File: config.mk
export PLATFORM = sky130hd
export DESIGN_NAME = printer_escape_passthrough_filter_unit_flat
export DESIGN_NICKNAME = d
export VERILOG_FILES = /design/src/rtl/pepf_pkg.sv /design/src/rtl/pepf_job_if.sv /design/src/rtl/pepf_print_if.sv /design/src/rtl/pepf_state.sv /design/src/rtl/pepf_emit.sv /design/src/rtl/printer_escape_passthrough_filter_unit.sv /design/src/flat_wrapper.sv
export SDC_FILE = /design/constraint.sdc
export NUM_CORES = 1
export LEC_CHECK = 0
export BUFFER_PORTS_ARGS = -buffer_cell sky130_fd_sc_hd__buf_2
export CORE_MARGIN = 2
export CORE_UTILIZATION = 40
export CTS_BUF_LIST = sky130_fd_sc_hd__clkbuf_8
export CTS_CLUSTER_DIAMETER = 200
export DETAILED_ROUTE_END_ITERATION = 16
export HOLD_SLACK_MARGIN = 0.08
export REMOVE_ABC_BUFFERS = 1
export SLEW_MARGIN = 0
export SYNTH_ARGS = -nofsm -noshare
export SYNTH_HDL_FRONTEND = slang
export SYNTH_SLANG_ARGS = --single-unit
File: constraint.sdc
create_clock -name clk -period 7.5 [get_ports clk]
set_input_delay 1.125 -clock clk [delete_from_list [all_inputs] [get_ports clk]]
set_output_delay 1.125 -clock clk [all_outputs]
set_load 0.005 [all_outputs]
File: src/rtl/pepf_pkg.sv
// Package for the printer escape passthrough filter.
// Byte codes, mode codes and the structs passed between the filter modules.
// No dependencies.
`timescale 1ns / 1ps

package pepf_pkg;

  localparam logic [7:0] BYTE_ESC   = 8'h1B;
  localparam logic [7:0] BYTE_DEL   = 8'h7F;
  localparam logic [7:0] BYTE_LF    = 8'h0A;
  localparam logic [7:0] BYTE_CR    = 8'h0D;
  localparam logic [7:0] BYTE_TAB   = 8'h09;
  localparam logic [7:0] BYTE_BS    = 8'h08;
  localparam logic [7:0] BYTE_SPACE = 8'h20;
  localparam logic [7:0] BYTE_AT    = 8'h40;
  localparam logic [7:0] BYTE_UC_Z  = 8'h5A;
  localparam logic [7:0] BYTE_UC_Y  = 8'h59;
  localparam logic [7:0] BYTE_UC_W  = 8'h57;
  localparam logic [7:0] BYTE_UC_X  = 8'h58;
  localparam logic [7:0] BYTE_STAR  = 8'h2A;
  localparam logic [7:0] BYTE_LC_B  = 8'h62;
  localparam logic [7:0] BYTE_AMP   = 8'h26;
  localparam logic [7:0] BYTE_LC_P  = 8'h70;
  localparam logic [7:0] BYTE_EQUAL = 8'h3D;
  localparam logic [7:0] BYTE_DIG_0 = 8'h30;
  localparam logic [7:0] BYTE_DIG_9 = 8'h39;

  localparam logic [15:0] SAT16 = 16'hFFFF;

  localparam logic [1:0] MODE_TEXT = 2'd0;
  localparam logic [1:0] MODE_ESC1 = 2'd1;
  localparam logic [1:0] MODE_BODY = 2'd2;

  // Output run of one held byte: first result, the rest, index of the final one
  typedef struct packed {
    logic [7:0] first_byte;
    logic [7:0] rest_byte;
    logic [2:0] last_idx;
  } run_t;

  // Held byte and the pulse that retires it
  typedef struct packed {
    logic       commit;
    logic [7:0] data;
  } ctl_t;

endpackage

File: src/rtl/pepf_job_if.sv
// Input channel of the filter: one job byte per transaction.
// Valid/ready handshake. No dependencies.
`timescale 1ns / 1ps

interface pepf_job_if;
  logic       valid;
  logic       ready;
  logic [7:0] in_byte;

  modport source (output valid, output in_byte, input ready);
  modport sink (input valid, input in_byte, output ready);
endinterface

File: src/rtl/pepf_print_if.sv
// Output channel of the filter: one printer byte per transaction.
// Valid/ready handshake. No dependencies.
`timescale 1ns / 1ps

interface pepf_print_if;
  logic       valid;
  logic       ready;
  logic [7:0] out_byte;
  logic       last_of_run;

  modport source (output valid, output out_byte, output last_of_run, input ready);
  modport sink (input valid, input out_byte, input last_of_run, output ready);
endinterface

File: src/rtl/pepf_state.sv
// Filter state (mode, column, raw count, escape parse) and run decode
// of the held byte. Uses pepf_pkg.
`timescale 1ns / 1ps

module pepf_state (
  input  logic          clk,
  input  logic          rst,
  input  pepf_pkg::ctl_t ctl,
  output pepf_pkg::run_t run
);

  logic [1:0]  mode,            mode_next;
  logic [15:0] column,          column_next;
  logic [15:0] raw_remaining,   raw_remaining_next;
  logic [1:0]  escape_position, escape_position_next;
  logic [7:0]  escape_second,   escape_second_next;
  logic [7:0]  escape_third,    escape_third_next;
  logic [15:0] digit_value,     digit_value_next;
  logic        digits_done,     digits_done_next;

  logic [7:0]  c;
  logic [3:0]  tab_count;
  logic [16:0] tab_sum;
  logic [19:0] digit_sum;
  logic        is_digit;
  logic        is_final;

  assign c         = ctl.data;
  assign tab_count = 4'd8 - {1'b0, column[2:0]};
  assign tab_sum   = {1'b0, column} + {13'd0, tab_count};
  assign is_digit  = (c >= pepf_pkg::BYTE_DIG_0) && (c <= pepf_pkg::BYTE_DIG_9);
  assign digit_sum = {1'b0, digit_value, 3'b000} + {3'b000, digit_value, 1'b0}
                   + {16'd0, c[3:0]};
  assign is_final  = (c >= pepf_pkg::BYTE_AT) && (c <= pepf_pkg::BYTE_UC_Z);

  // Run decode
  always_comb begin
    run.first_byte = c;
    run.rest_byte  = c;
    run.last_idx   = 3'd0;
    if (raw_remaining == 16'd0 && mode != pepf_pkg::MODE_ESC1
        && mode != pepf_pkg::MODE_BODY) begin
      if (c == pepf_pkg::BYTE_LF) begin
        run.first_byte = pepf_pkg::BYTE_CR;
        run.last_idx   = 3'd1;
      end else if (c == pepf_pkg::BYTE_TAB) begin
        run.first_byte = pepf_pkg::BYTE_SPACE;
        run.rest_byte  = pepf_pkg::BYTE_SPACE;
        run.last_idx   = ~column[2:0];
      end
    end
  end

  // State update on retirement of the held byte
  always_comb begin
    mode_next            = mode;
    column_next          = column;
    raw_remaining_next   = raw_remaining;
    escape_position_next = escape_position;
    escape_second_next   = escape_second;
    escape_third_next    = escape_third;
    digit_value_next     = digit_value;
    digits_done_next     = digits_done;

    if (raw_remaining != 16'd0) begin
      raw_remaining_next = raw_remaining - 16'd1;
    end else begin
      unique case (mode)
        pepf_pkg::MODE_ESC1: begin
          escape_second_next   = c;
          escape_position_next = 2'd1;
          if (c == pepf_pkg::BYTE_EQUAL || c == pepf_pkg::BYTE_DIG_9
              || c == pepf_pkg::BYTE_UC_Y || c == pepf_pkg::BYTE_UC_Z) begin
            mode_next = pepf_pkg::MODE_TEXT;
          end else begin
            mode_next = pepf_pkg::MODE_BODY;
          end
        end
        pepf_pkg::MODE_BODY: begin
          if (escape_position != 2'd3) begin
            escape_position_next = escape_position + 2'd1;
          end
          if (escape_position_next == 2'd2) begin
            escape_third_next = c;
          end else if (escape_position_next == 2'd3 && !digits_done) begin
            if (is_digit) begin
              digit_value_next = (digit_sum > {4'd0, pepf_pkg::SAT16})
                               ? pepf_pkg::SAT16 : digit_sum[15:0];
            end else begin
              digits_done_next = 1'b1;
            end
          end
          if (is_final) begin
            mode_next = pepf_pkg::MODE_TEXT;
            if ((c == pepf_pkg::BYTE_UC_W && escape_second_next == pepf_pkg::BYTE_STAR
                 && escape_third_next == pepf_pkg::BYTE_LC_B)
                || (c == pepf_pkg::BYTE_UC_X && escape_second_next == pepf_pkg::BYTE_AMP
                 && escape_third_next == pepf_pkg::BYTE_LC_P)) begin
              raw_remaining_next = digit_value_next;
            end
          end
        end
        default: begin
          // text mode; the unused code falls back to text as well
          mode_next = pepf_pkg::MODE_TEXT;
          unique case (c) inside
            pepf_pkg::BYTE_ESC: begin
              mode_next            = pepf_pkg::MODE_ESC1;
              escape_position_next = 2'd0;
              escape_second_next   = 8'd0;
              escape_third_next    = 8'd0;
              digit_value_next     = 16'd0;
              digits_done_next     = 1'b0;
            end
            pepf_pkg::BYTE_LF, pepf_pkg::BYTE_CR: begin
              column_next = 16'd0;
            end
            pepf_pkg::BYTE_TAB: begin
              column_next = tab_sum[16] ? pepf_pkg::SAT16 : tab_sum[15:0];
            end
            pepf_pkg::BYTE_BS: begin
              if (column != 16'd0) begin
                column_next = column - 16'd1;
              end
            end
            default: begin
              if (c >= pepf_pkg::BYTE_SPACE && c < pepf_pkg::BYTE_DEL
                  && column != pepf_pkg::SAT16) begin
                column_next = column + 16'd1;
              end
            end
          endcase
        end
      endcase
    end
  end

  always_ff @(posedge clk) begin
    if (rst) begin
      mode            <= pepf_pkg::MODE_TEXT;
      column          <= 16'd0;
      raw_remaining   <= 16'd0;
      escape_position <= 2'd0;
      escape_second   <= 8'd0;
      escape_third    <= 8'd0;
      digit_value     <= 16'd0;
      digits_done     <= 1'b0;
    end else if (ctl.commit) begin
      mode            <= mode_next;
      column          <= column_next;
      raw_remaining   <= raw_remaining_next;
      escape_position <= escape_position_next;
      escape_second   <= escape_second_next;
      escape_third    <= escape_third_next;
      digit_value     <= digit_value_next;
      digits_done     <= digits_done_next;
    end
  end

  // A raw byte always retires by counting down exactly one
  assert property (@(posedge clk) disable iff (rst)
    (ctl.commit && raw_remaining != 16'd0) |=> raw_remaining == $past(raw_remaining) - 16'd1)
    else $error("raw count did not step down by one");

  // The unused mode code is never entered
  assert property (@(posedge clk) disable iff (rst)
    mode <= pepf_pkg::MODE_BODY)
    else $error("mode reached the unused code");

endmodule

File: src/rtl/pepf_emit.sv
// Input holding register, result index counter and output register.
// Sequences the results of each held byte. Uses pepf_pkg and both channel interfaces.
`timescale 1ns / 1ps

module pepf_emit (
  input  logic            clk,
  input  logic            rst,
  pepf_job_if.sink        job,
  pepf_print_if.source    printer,
  input  pepf_pkg::run_t  run,
  output pepf_pkg::ctl_t  ctl
);

  logic       hold_valid;
  logic [7:0] hold_byte;
  logic [2:0] idx;
  logic       out_valid;
  logic [7:0] out_byte;
  logic       out_last;
  logic       load;
  logic       last;
  logic       commit;

  assign load   = hold_valid && (!out_valid || printer.ready);
  assign last   = (idx == run.last_idx);
  assign commit = load && last;

  assign job.ready           = !hold_valid || commit;
  assign printer.valid       = out_valid;
  assign printer.out_byte    = out_byte;
  assign printer.last_of_run = out_last;

  assign ctl.commit = commit;
  assign ctl.data   = hold_byte;

  always_ff @(posedge clk) begin
    if (rst) begin
      hold_valid <= 1'b0;
      idx        <= 3'd0;
      out_valid  <= 1'b0;
    end else begin
      if (job.valid && job.ready) begin
        hold_valid <= 1'b1;
      end else if (commit) begin
        hold_valid <= 1'b0;
      end
      if (commit) begin
        idx <= 3'd0;
      end else if (load) begin
        idx <= idx + 3'd1;
      end
      if (load) begin
        out_valid <= 1'b1;
      end else if (printer.ready) begin
        out_valid <= 1'b0;
      end
    end
  end

  always_ff @(posedge clk) begin
    if (job.valid && job.ready) begin
      hold_byte <= job.in_byte;
    end
    if (load) begin
      out_byte <= (idx == 3'd0) ? run.first_byte : run.rest_byte;
      out_last <= last;
    end
  end

  assert property (@(posedge clk) disable iff (rst)
    hold_valid |-> idx <= run.last_idx)
    else $error("result index ran past the end of the run");

  assert property (@(posedge clk) disable iff (rst)
    (load && !last) |=> hold_valid && idx == $past(idx) + 3'd1)
    else $error("run dropped its held byte mid-way");

  assert property (@(posedge clk) disable iff (rst)
    (job.valid && job.ready) |=> hold_valid && idx == 3'd0)
    else $error("accepted byte not held from its first result");

endmodule

File: src/rtl/printer_escape_passthrough_filter_unit.sv
// Printer escape passthrough filter, top level.
// A byte goes to the holding register, then its first result to the output register
// once that is free. Throughput: one byte per cycle while the printer keeps up; LF
// gives CR then LF, a tab 1 to 8 spaces: one result a cycle from the output register.
// Reset (rst, synchronous): text mode, column, raw count and escape parse cleared.
`timescale 1ns / 1ps

module printer_escape_passthrough_filter_unit (
  input  logic         clk,
  input  logic         rst,
  pepf_job_if.sink     job,
  pepf_print_if.source printer
);

  pepf_pkg::run_t run;
  pepf_pkg::ctl_t ctl;

  pepf_emit u_emit (
    .clk     (clk),
    .rst     (rst),
    .job     (job),
    .printer (printer),
    .run     (run),
    .ctl     (ctl)
  );

  pepf_state u_state (
    .clk (clk),
    .rst (rst),
    .ctl (ctl),
    .run (run)
  );

endmodule
File: src/flat_wrapper.sv
// flat-port wrapper written by rule: the top's interface ports become plain ports
module printer_escape_passthrough_filter_unit_flat 
  (clk, rst, job_valid, job_in_byte, job_ready, printer_valid, printer_out_byte, printer_last_of_run, printer_ready);
  pepf_job_if job_i ();
  pepf_print_if printer_i ();
  input  logic clk;
  input  logic rst;
  input wire logic [$bits(job_i.valid)-1:0] job_valid;
  input wire logic [$bits(job_i.in_byte)-1:0] job_in_byte;
  output wire logic [$bits(job_i.ready)-1:0] job_ready;
  output wire logic [$bits(printer_i.valid)-1:0] printer_valid;
  output wire logic [$bits(printer_i.out_byte)-1:0] printer_out_byte;
  output wire logic [$bits(printer_i.last_of_run)-1:0] printer_last_of_run;
  input wire logic [$bits(printer_i.ready)-1:0] printer_ready;
  assign job_i.valid = job_valid;
  assign job_i.in_byte = job_in_byte;
  assign job_ready = job_i.ready;
  assign printer_valid = printer_i.valid;
  assign printer_out_byte = printer_i.out_byte;
  assign printer_last_of_run = printer_i.last_of_run;
  assign printer_i.ready = printer_ready;
  printer_escape_passthrough_filter_unit u_core (.clk(clk), .rst(rst), .job(job_i), .printer(printer_i));
endmodule
==> results.md, run 1 <==
* Count of instances resized after the clock tree is built at 0
* Type of the worst min-delay path: reg -> reg
* X dimension of the die at between 100 and 150 µm
* TritonCTS clock tree: yes
* Detail Route Antenna Nets at 0
* Number of detailed-routing iterations run before antenna repair at 5
* Maxcap violations at 0
* Routed WL per cell at 17.4 µm
* Sequential-to-total area share from yosys stat at 29.9%
* Worst Path Arrival at roughly 4.7 ns
* Half-perimeter wire length after placement at 13000 µm
* Transition time of the tightest slew-check pin at around 0.96 ns
* CTS sink count at 91
* Total setup buffers inserted after CTS at 0
* Kind of launch point of the worst setup path: flip-flop
* Leftover overflow at the end of global routing at 0
* Most area-consuming cells after synthesis: dfxtp_1, ha_1, edfxtp_1
* Initial core utilization at 40.5%
* Vertical die dimension at 133 µm
* Filler instances at about 1700
* Number of synthesized flops with an enable pin at 17
* Reg2Reg Capture Point: u_core.u_state.digit_value[14]
* Most used flip-flop cell after synthesis: dfxtp_1
* Routability congestion estimate from global placement at slightly above 0.8
* Via count at 6084
* Crit share post-route at 58.3%
* Global-route wire length before repair at around 30000 µm
* Endpoint class of the critical path: flip-flop
* Depth of the worst register-to-register path at 10
* Required time at the endpoint of the critical path at a little under 8 ns
* Unrepaired setup endpoints after global routing: no
* Top cell type's share of synthesized area at 22.2%
* Origin of the worst min-delay path: u_core.u_state.raw_remaining[10]
* Worst hold margin at 0.462 ns
* Static Leak at 0.00283 µW
* Synth area leader: dfxtp_1
* Setup tns final at 0 ns
* Number of instances on the worst hold path at 2
* Wire length after detailed routing at 17900 µm
* Ratio of routed vias to standard cells at 5.92
* DRC violation count after routing at 0
* Pin count of the biggest net entering global routing at 43
* Category of the critical setup timing path: reg -> reg
* Number of buffers on the longest clock path at 2
* H-tree levels at 3
* Number of buffers created by CTS at 9
* Layout cell share with drive strength beyond 1 at roughly a tenth
* Antenna diode instance count at 0
* CTS clk-pin slew, worst paths at 0.10 ns
* Maximum vdd drop at 0.141 mV
* GR Util All Layers at 20.7%
* Number of top-level design ports at 23
* Number of distinct library cell variants in the gate-level netlist after synthesis at 84
* Standard-cell rows at 47
* Peak Freq at ~0.23 GHz
* Die outline area at 17700 µm²
* Fraction of synthesis flops using an asynchronous set or reset pin at 0%
* Cells along the critical path: fa_1 -> fa_1 -> a211oi_1 -> o211ai_1 -> a211oi_1 -> nor3_1 -> a2111oi_2 -> nand2_1 -> nor2_1 -> a211oi_1
* Most common cell after layout, fill and taps aside: dfxtp_1
* Worst path max stage delay at 0.67 ns
* Cell area after synthesis at 6670 µm²
* Startpoint of the worst register-to-register path: u_core.u_emit.hold_byte[3]
* Commonest cells after routing, fill and taps aside: dfxtp_1, nand2_1, a21oi_1
* Area delta synth->final at 6.90%
* 1st-iter DRT viols at 493
* Worst Hold End: u_core.u_state.raw_remaining[10]
* Power per standard cell area at 237 nW/µm²
* Worst slew margin relative to its limit at 35.1%
* Synthesized flop and latch total at just over 90
* Core area at between 15000 and 20000 µm²
* Max-slew violation total from the final report at 0
* Clock latency on the worst-skew pair at 0.40 ns
* Final Hold Fails at 0
* Number of global-route vias before repair at between 5000 and 6000
* Most frequent cell on the critical path: a211oi_1
* Critical Path Slowest Stage Cell: edfxtp_1
* IO buf count at 22
* Cts hold-fix bufs at 0
* Run status: finished, final reports clean
* Setup violations, final at 0
* Warnings, synthesis at 0
* Worst clock skew at 0.0167 ns
* Setup slack on the worst flop-to-flop path at 3.12 ns
* Per-instance average area after synthesis at between 8 and 9 µm²
* Clock root buffer master: clkbuf_8
* Maximum fanout along the worst path at 15
* Final nets at about 870
* Final critical path time including I/O delays and setup at about 4.4 ns
* Initial antenna violation count at 0
* Number of instances in the synthesized netlist at 800
-- synth_stat cells (13+ instances only) --
master / count
ha_1: 54
inv_1: 31
a211oi_1: 14
nand2_1: 65
nor2_1: 55
o21ai_0: 44
nor2b_1: 13
a21oi_1: 65
nand3_1: 30
dfxtp_1: 74
xnor2_1: 23
a21o_1: 14
clkbuf_1: 26
edfxtp_1: 17
nor3_1: 31
-- how the worst max path moves through the flow --
stage | end | start | cells past startpoint
2_1_floorplan | u_core.u_state.digit_value[13] | u_core.u_emit.hold_byte[3] | 10
3_3_place_gp | u_core.u_state.digit_value[0] | u_core.u_emit.hold_byte[3] | 10
3_5_place_dp | u_core.u_state.digit_value[14] | u_core.u_emit.hold_byte[3] | 10
4_1_cts | u_core.u_state.digit_value[14] | u_core.u_emit.hold_byte[3] | 10
5_1_grt | u_core.u_state.digit_value[0] | u_core.u_emit.hold_byte[3] | 10
6_report | u_core.u_state.digit_value[14] | u_core.u_emit.hold_byte[3] | 10
-- registers in the layout (all words and copies together) (netlist names) --
| register | cells |
|---|---|
| u_core.u_state.column | 16 |
| u_core.u_state.digit_value | 16 |
| u_core.u_state.raw_remaining | 16 |
| u_core.u_emit.hold_byte | 8 |
| u_core.u_emit.printer.out_byte | 8 |
| u_core.u_state.escape_second | 8 |
| u_core.u_state.escape_third | 8 |
| u_core.u_emit.idx | 3 |
| u_core.u_state.escape_position | 2 |
| u_core.u_state.mode | 2 |
| u_core.u_emit.hold_valid | 1 |
| u_core.u_emit.printer.last_of_run | 1 |
| u_core.u_emit.printer.valid | 1 |
| u_core.u_state.digits_done | 1 |
-- per-stage QoR --
step / worst slack, ns / power, µW / utilization, % / cell area (µm²) / instances
floorplan: 3.87 / 1140 / - / 6510 / 762
finish: 3.12 / 1690 / 43.3 / 7130 / 1027
detailed placement: 3.18 / 1360 / 42.2 / 6950 / 1011
global placement: 3.30 / 1360 / 42.2 / 6950 / 1011
CTS: 3.16 / 1690 / 43.3 / 7130 / 1027
global route: 2.72 / 1810 / 43.3 / 7130 / 1027
-- cell families (layout without fill, tap and decap cells) --
group	after synthesis	count (layout)	synth area share (%)
compound gates	258	258	26.8
flops	91	91	29.9
xor+xnor	35	35	4.60
buf+inv	69	76	4.16
fa+ha+maj	57	57	11.0
mux	3	3	0.450
simple gates	287	287	23.1
-- report_power, final --
part / internal (µW) / switching [µW]
Clock: 127 / 210
Sequential: 552 / 73.0
Combinational: 270 / 460
Total: 949 / 743
-- worst max-delay path: cells and delay by family (launching register included) --
kind                       cells  cell delay [ns]
AOI/OAI and AO/OA              5             1.65
adders and majority gates      2             1.06
DFF                            1             0.67
and+or+nand+nor                3             0.88
-- layer usage --
| metal | share of wire, % | wire length (µm) | up-vias | GRT usage (%) |
|---|---|---|---|---|
| met3 | 3.7 | 668 | 29 | 2.25 |
| met2 | 47 | 8330 | 153 | 33.5 |
| met5 | 0 | 0 | - | 0 |
| li1 | - | - | 3034 | - |
| met4 | 2.3 | 408 | 0 | 8.27 |
| met1 | 47 | 8490 | 2868 | 28.5 |
-- final cells by class --
type / count / area, µm² / share of cell area [%]
clock buffer: 9 / 124 / 1.74
clock inverter: 7 / 60.1 / 0.842
inverter: 31 / 116 / 1.63
multi-input combinational: 640 / 4400 / 61.7
sequential: 91 / 1990 / 27.9
tap: 220 / 275 / 3.86
timing repair buffer: 29 / 163 / 2.28
No activity file was read; power rests on OpenSTA's default activity.
==> run 2, diff against run 1 <==
- clock period: 7.5 -> 3.65 ns (I/O delays scaled with it)
==> run 2 against run 1 <==
Effect of this change:
- cell area grew 3.8%
- sequential share of layout area down 1.0 points
- first-iteration DRC count grew 4.9%
- combinational power up 120%
- clock skew is 0.0020 ns higher
- die area is the same
- wire length up 1.2%
- fmax rose by 29%
- largest power group unchanged
- worst hold slack got worse by 0.12 ns
- via count rose by 1.2%
- critical path type unchanged
- global-route usage increased by 0.22 points
==> results.md, run 2 (synthesized netlist as in run 1, its figures left out) <==
* Run status: finished, final reports clean
* Most common cell after layout, fill and taps aside: dfxtp_1
* CTS sink count at 91 (unchanged)
* Number of buffers on the longest clock path at 2 (unchanged)
* Kind of launch point of the worst setup path: flip-flop
* Commonest cells after routing, fill and taps aside: dfxtp_1, nand2_1, a21oi_1
* Antenna diode instance count at 0 (unchanged)
* Number of global-route vias before repair at 5793 (+2.7%)
* Static Leak at 0.00300 µW (+6.0%)
* Number of top-level design ports at 23 (unchanged)
* Setup violations, final at 0 (unchanged)
* Worst path max stage delay at 0.48 ns (-0.19 ns)
* Maxcap violations at 0 (unchanged)
* Ratio of routed vias to standard cells at 5.83 (-1.7%)
* Core area at 16500 µm² (unchanged)
* Area of the multi-input gates at 4420 µm² (+0.43%)
* Via count at 6158 (+1.2%)
* Layout cell share with drive strength beyond 1 at 13.3% (+3.8 points)
* DRC violation count after routing at 0 (unchanged)
* Crit share post-route at 93.2% (+35 points)
* Number of detailed-routing iterations run before antenna repair at 5 (unchanged)
* Half-perimeter wire length after placement at 13400 µm (+3.5%)
* Maximum vdd drop at 0.308 mV (+120%)
* TritonCTS clock tree: yes
* Detail Route Antenna Nets at 0 (unchanged)
* Transition time of the tightest slew-check pin at 0.627 ns (-0.338 ns)
* Endpoint class of the critical path: flip-flop
* Initial antenna violation count at 0 (unchanged)
* Routed WL per cell at 17.1 µm (-1.7%)
* Maximum fanout along the worst path at 8 (-7)
* Peak Freq at 0.294 GHz (+29%)
* CTS clk-pin slew, worst paths at 0.09 ns (about the same)
* Cells along the critical path: or3_1 -> nor2_1 -> nand3_1 -> inv_2 -> buf_4 -> ha_1 -> inv_1 -> o21bai_1 -> a21oi_1 -> a2bb2oi_2 -> a31oi_1 -> or4_1 -> a41oi_1
* H-tree levels at 3 (unchanged)
* Register area at 1990 µm² (unchanged)
* Leftover overflow at the end of global routing at 0 (unchanged)
* 1st-iter DRT viols at 517 (+4.9%)
* Pin count of the biggest net entering global routing at 32 (-26%)
* Final critical path time including I/O delays and setup at 3.40 ns (-0.973 ns)
* Initial core utilization at 40.5% (unchanged)
* Final Hold Fails at 0 (unchanged)
* Post-layout power at 3620 µW (+110%)
* IO buf count at 22 (unchanged)
* Largest registers in the final layout: u_core.u_state.column (16), u_core.u_state.digit_value (16), u_core.u_state.raw_remaining (16)
* Final nets at 901 (+3.4%)
* Worst Path Arrival at 3.72 ns (-0.93 ns)
* Global-route wire length before repair at 30100 µm (+1.5%)
* Fin util at 45.0% (+1.7 points)
* Cts hold-fix bufs at 0 (unchanged)
* Area delta synth->final at 11.0%
* Wire length after detailed routing at 18100 µm (+1.2%)
* Filler instances at 1662 (-2.1%)
* Worst path bufs/invs at 3 (+3)
* Standard-cell rows at 47 (unchanged)
* Routability congestion estimate from global placement at 0.873 (+7.3%)
* Largest delay contributor family on the critical path: simple AND/OR/NAND/NOR gates
* Max-slew violation total from the final report at 0 (unchanged)
* Worst clock skew at 0.0188 ns (+0.00202 ns)
* Required time at the endpoint of the critical path at 3.96 ns (-3.81 ns)
* Die outline area at 17700 µm² (unchanged)
* GR Util All Layers at 21.0% (+0.22 points)
* Clock latency on the worst-skew pair at 0.39 ns (about the same)
* Worst slew margin relative to its limit at 58.2% (+23 points)
* Vertical die dimension at 133 µm (unchanged)
* Clock root buffer master: clkbuf_8
* Critical Path Slowest Stage Cell: or4_1
* Setup slack on the worst flop-to-flop path at 0.25 ns (-2.88 ns)
* X dimension of the die at 133 µm (unchanged)
* Category of the critical setup timing path: reg -> reg
* Type of the worst min-delay path: in -> reg
* Number of buffers created by CTS at 9 (unchanged)
* Power per standard cell area at 488 nW/µm² (+110%)
run 2: changes by cell type in the layout (fill, tap and decap cells not counted), moves of 2 or more:
cell       delta
a211oi_1      -2
a211oi_2      +2
clkinv_2      +2
inv_8         -2
buf_4        +30
bufinv_16     +2
run 2: area by class of cell:
| class | instances | share of cell area, % |
|---|---|---|
| multi-input combinational | 640 | 59.7 |
| clock buffer | 9 | 1.67 |
| sequential | 91 | 26.9 |
| clock inverter | 7 | 1.20 |
| tap | 220 | 3.72 |
| timing repair buffer | 59 | 5.24 |
| inverter | 31 | 1.57 |
run 2: routing by layer:
metal | up-vias | GRT usage, % | part of all wire, %
met5 | - | 0 | 0
met1 | 2914 | 29.8 | 49
met4 | 0 | 7.27 | 1.7
met2 | 128 | 32.6 | 45
li1 | 3098 | - | -
met3 | 18 | 2.97 | 3.8
run 2: worst paths after layout:
kind,from,cells past startpoint,end
hold reg to reg,u_core.u_state.raw_remaining[10],2,u_core.u_state.raw_remaining[10]
setup reg to reg,u_core.u_emit.hold_byte[5],13,u_core.u_state.column[15]
setup / recovery,u_core.u_emit.hold_byte[5],13,u_core.u_state.column[15]
hold / removal,job_in_byte[0],1,u_core.u_emit.hold_byte[0]
run 2: stage by stage:
stage	hold WS [ns]	std cells	instance area (µm²)	worst slack, ns	setup TNS (ns)
after global placement	0.442	1041	7170	0.231	0
after detailed placement	0.454	1041	7170	0.160	0
after floorplan	0.430	762	6510	0.0213	0
final	0.338	1057	7400	0.248	0
after global routing	0.317	1057	7400	-0.00695	-0.00695
after CTS	0.318	1057	7380	0.137	0
run 2: what timing repair did:
action,CTS,global route
resized for setup,0,6
setup buffers,0,0
endpoints found under the setup margin,0,12
run 2: report_power, final:
part           leakage, µW  switching [µW]  internal [µW]  total, µW
logic              0.00214             969            609       1580
registers         0.000757             137           1130       1270
clock network     0.000111             384            384        768
total              0.00300            1490           2130       3620
==> run 3, diff against run 2 <==
- clock period: 3.65 -> 2.9 ns (I/O delays scaled with it)
==> run 3 against run 2 <==
Effect of this change:
- the flow now finishes with violations (negative setup slack)
- core utilization rose by 10 points
- sequential share of layout area fell by 5.0 points
- largest cell class unchanged
- highest routed layer unchanged
- first-iteration DRC count fell by 19%
==> results.md, run 3 (synthesized netlist as in run 1, its figures left out) <==
* Number of buffers created by CTS at 9 (unchanged)
* Setup violations, final at 44 (+44)
* Final nets at 1038 (+15%)
* Number of top-level design ports at 23 (unchanged)
* Placement-stage cell area at 8060 µm² (+12%)
* Endpoint class of the critical path: flip-flop
* TritonCTS clock tree: yes
* IO buf count at 22 (unchanged)
* Crit share post-route at 110% (+17 points)
* Clock latency on the worst-skew pair at 0.39 ns (about the same)
* Detail Route Antenna Nets at 0 (unchanged)
* Layout cell share with drive strength beyond 1 at 35.1% (+22 points)
* Core area at 16500 µm² (unchanged)
* Final critical path time including I/O delays and setup at 3.20 ns (-0.206 ns)
* Number of detailed-routing iterations run before antenna repair at 5 (unchanged)
* Type of the worst min-delay path: in -> reg
* DRC violation count after routing at 0 (unchanged)
* CTS clk-pin slew, worst paths at 0.10 ns (about the same)
* Wire length after detailed routing at 20000 µm (+11%)
* Clock root buffer master: clkbuf_8
* Maximum fanout along the worst path at 6 (-2)
* Standard-cell rows at 47 (unchanged)
* Max-slew violation total from the final report at 0 (unchanged)
* Worst slew margin relative to its limit at 58.2% (about the same)
* Leftover overflow at the end of global routing at 0 (unchanged)
* Category of the critical setup timing path: reg -> reg
* Number of buffers on the longest clock path at 2 (unchanged)
* Maxcap violations at 0 (unchanged)
* Unrepaired setup endpoints after global routing: yes
* Die outline area at 17700 µm² (unchanged)
* Number of global-route vias before repair at 6497 (+12%)
* Depth of the worst register-to-register path at 11 (-2)
* Initial antenna violation count at 0 (unchanged)
* Antenna diode instance count at 0 (unchanged)
* Number of instances on the worst hold path at 1 (unchanged)
* Initial core utilization at 40.5% (unchanged)
* Critical Path Slowest Stage Cell: fa_1
* Pin count of the biggest net entering global routing at 27 (-16%)
* Largest delay contributor family on the critical path: compound AO/OA/AOI/OAI gates
* Worst path max stage delay at 0.56 ns (+0.08 ns)
* Maximum vdd drop at 0.422 mV (+37%)
* Failing checks: negative setup slack
* Number of gates on the worst path with buffers counted at 11 (-2)
* Run status: complete, but fails checks
* Worst clock skew at 0.0138 ns (-0.00497 ns)
* Worst path bufs/invs at 1 (-2)
* 1st-iter DRT viols at 417 (-19%)
* Setup tns final at -6.91 ns (-6.91 ns)
* Ratio of routed vias to standard cells at 5.63 (-3.3%)
* Routability congestion estimate from global placement at 0.948 (+8.6%)
* Half-perimeter wire length after placement at 14700 µm (+9.3%)
* Post-Layout Cell Count at 1194 (+13%)
* Vertical die dimension at 133 µm (unchanged)
* Final Hold Fails at 0 (unchanged)
* Via count at 6725 (+9.2%)
* Transition time of the tightest slew-check pin at 0.625 ns (-0.00139 ns)
* Cells along the critical path: fa_1 -> ha_4 -> a211oi_4 -> o211ai_1 -> a221oi_2 -> mux2i_1 -> a2111oi_4 -> nand2_2 -> nor2_1 -> buf_4 -> a211oi_1
* Kind of launch point of the worst setup path: flip-flop
* Fin util at 55.3% (+10 points)
* Routed WL per cell at 16.8 µm (-2.2%)
* Area delta synth->final at 36.6%
* Commonest cells after routing, fill and taps aside: buf_4, dfxtp_1, nand2_1
* CTS sink count at 91 (unchanged)
* GR Util All Layers at 22.6% (+1.6 points)
* H-tree levels at 3 (unchanged)
* Dpl cells at 1156 (+11%)
* Peak Freq at 0.313 GHz (+6.4%)
* Worst Path Arrival at 3.46 ns (-0.26 ns)
* Global-route wire length before repair at 32400 µm (+7.6%)
* X dimension of the die at 133 µm (unchanged)
* Cell area after layout at 9110 µm² (+23%)
* Static Leak at 0.00378 µW (+26%)
* Largest registers in the final layout: u_core.u_state.column (16), u_core.u_state.digit_value (16), u_core.u_state.raw_remaining (16)
* Power per standard cell area at 587 nW/µm² (+20%)
* Required time at the endpoint of the critical path at 3.17 ns (-0.79 ns)
* Crit path setup slack, layout at -0.296 ns (-0.544 ns)
* Most common cell after layout, fill and taps aside: buf_4
## run 3: cell type report
type,count,area (µm²)
clock buffers,9,124
fillers,1538,7350
repair buffers,196,1510
flip-flops and latches,91,1990
clock inverters,7,52.6
multi-input cells,640,5040
well taps,220,275
inverters,31,121
## run 3: report_power, final
part / internal, µW / total (µW) / switching (µW)
Clock: 320 / 828 / 508
Combinational: 1340 / 2950 / 1620
Sequential: 1430 / 1570 / 144
## run 3: final timing paths
kind / startpoint / to / slack [ns]
max: u_core.u_emit.hold_byte[3] / u_core.u_state.digit_value[14] / -0.30
max reg2reg: u_core.u_emit.hold_byte[3] / u_core.u_state.digit_value[14] / -0.30
min reg2reg: u_core.u_state.raw_remaining[10] / u_core.u_state.raw_remaining[10] / 0.47
min: job_in_byte[1] / u_core.u_emit.hold_byte[1] / 0.21
## run 3: worst reg2reg max path, stage by stage (launching register included)
cell and delay (ns):
edfxtp_1 0.41, fa_1 0.56, ha_4 0.23, a211oi_4 0.23, o211ai_1 0.18, a221oi_2 0.35, mux2i_1 0.17, a2111oi_4 0.40
nand2_2 0.17, nor2_1 0.15, buf_4 0.15, a211oi_1 0.06
## run 3: per-layer routing
metal,part of all wire [%],vias up,GRT usage [%]
li1,-,3357,-
met1,47,3212,30.5
met2,47,126,37.4
met3,3.2,30,2.70
met4,2.2,0,8.33
met5,0,-,0
## run 3: per-stage QoR
step | hold slack (ns) | setup slack, ns | power [µW]
5_1_grt | 0.201 | -0.451 | 5690
4_1_cts | 0.191 | -0.345 | 4990
2_1_floorplan | 0.430 | -0.729 | 2960
6_report | 0.214 | -0.296 | 5350
3_3_place_gp | 0.454 | -0.468 | 3970
3_5_place_dp | 0.456 | -0.512 | 3970
## run 3: what timing repair did
action / in CTS / in global routing
pin swaps: 63 / 60
buffers inserted: 11 / 12
hold buffers: 0 / 0
cloned: 0 / 0
gates resized for setup: 86 / 68
endpoints found under the setup margin: 63 / 70
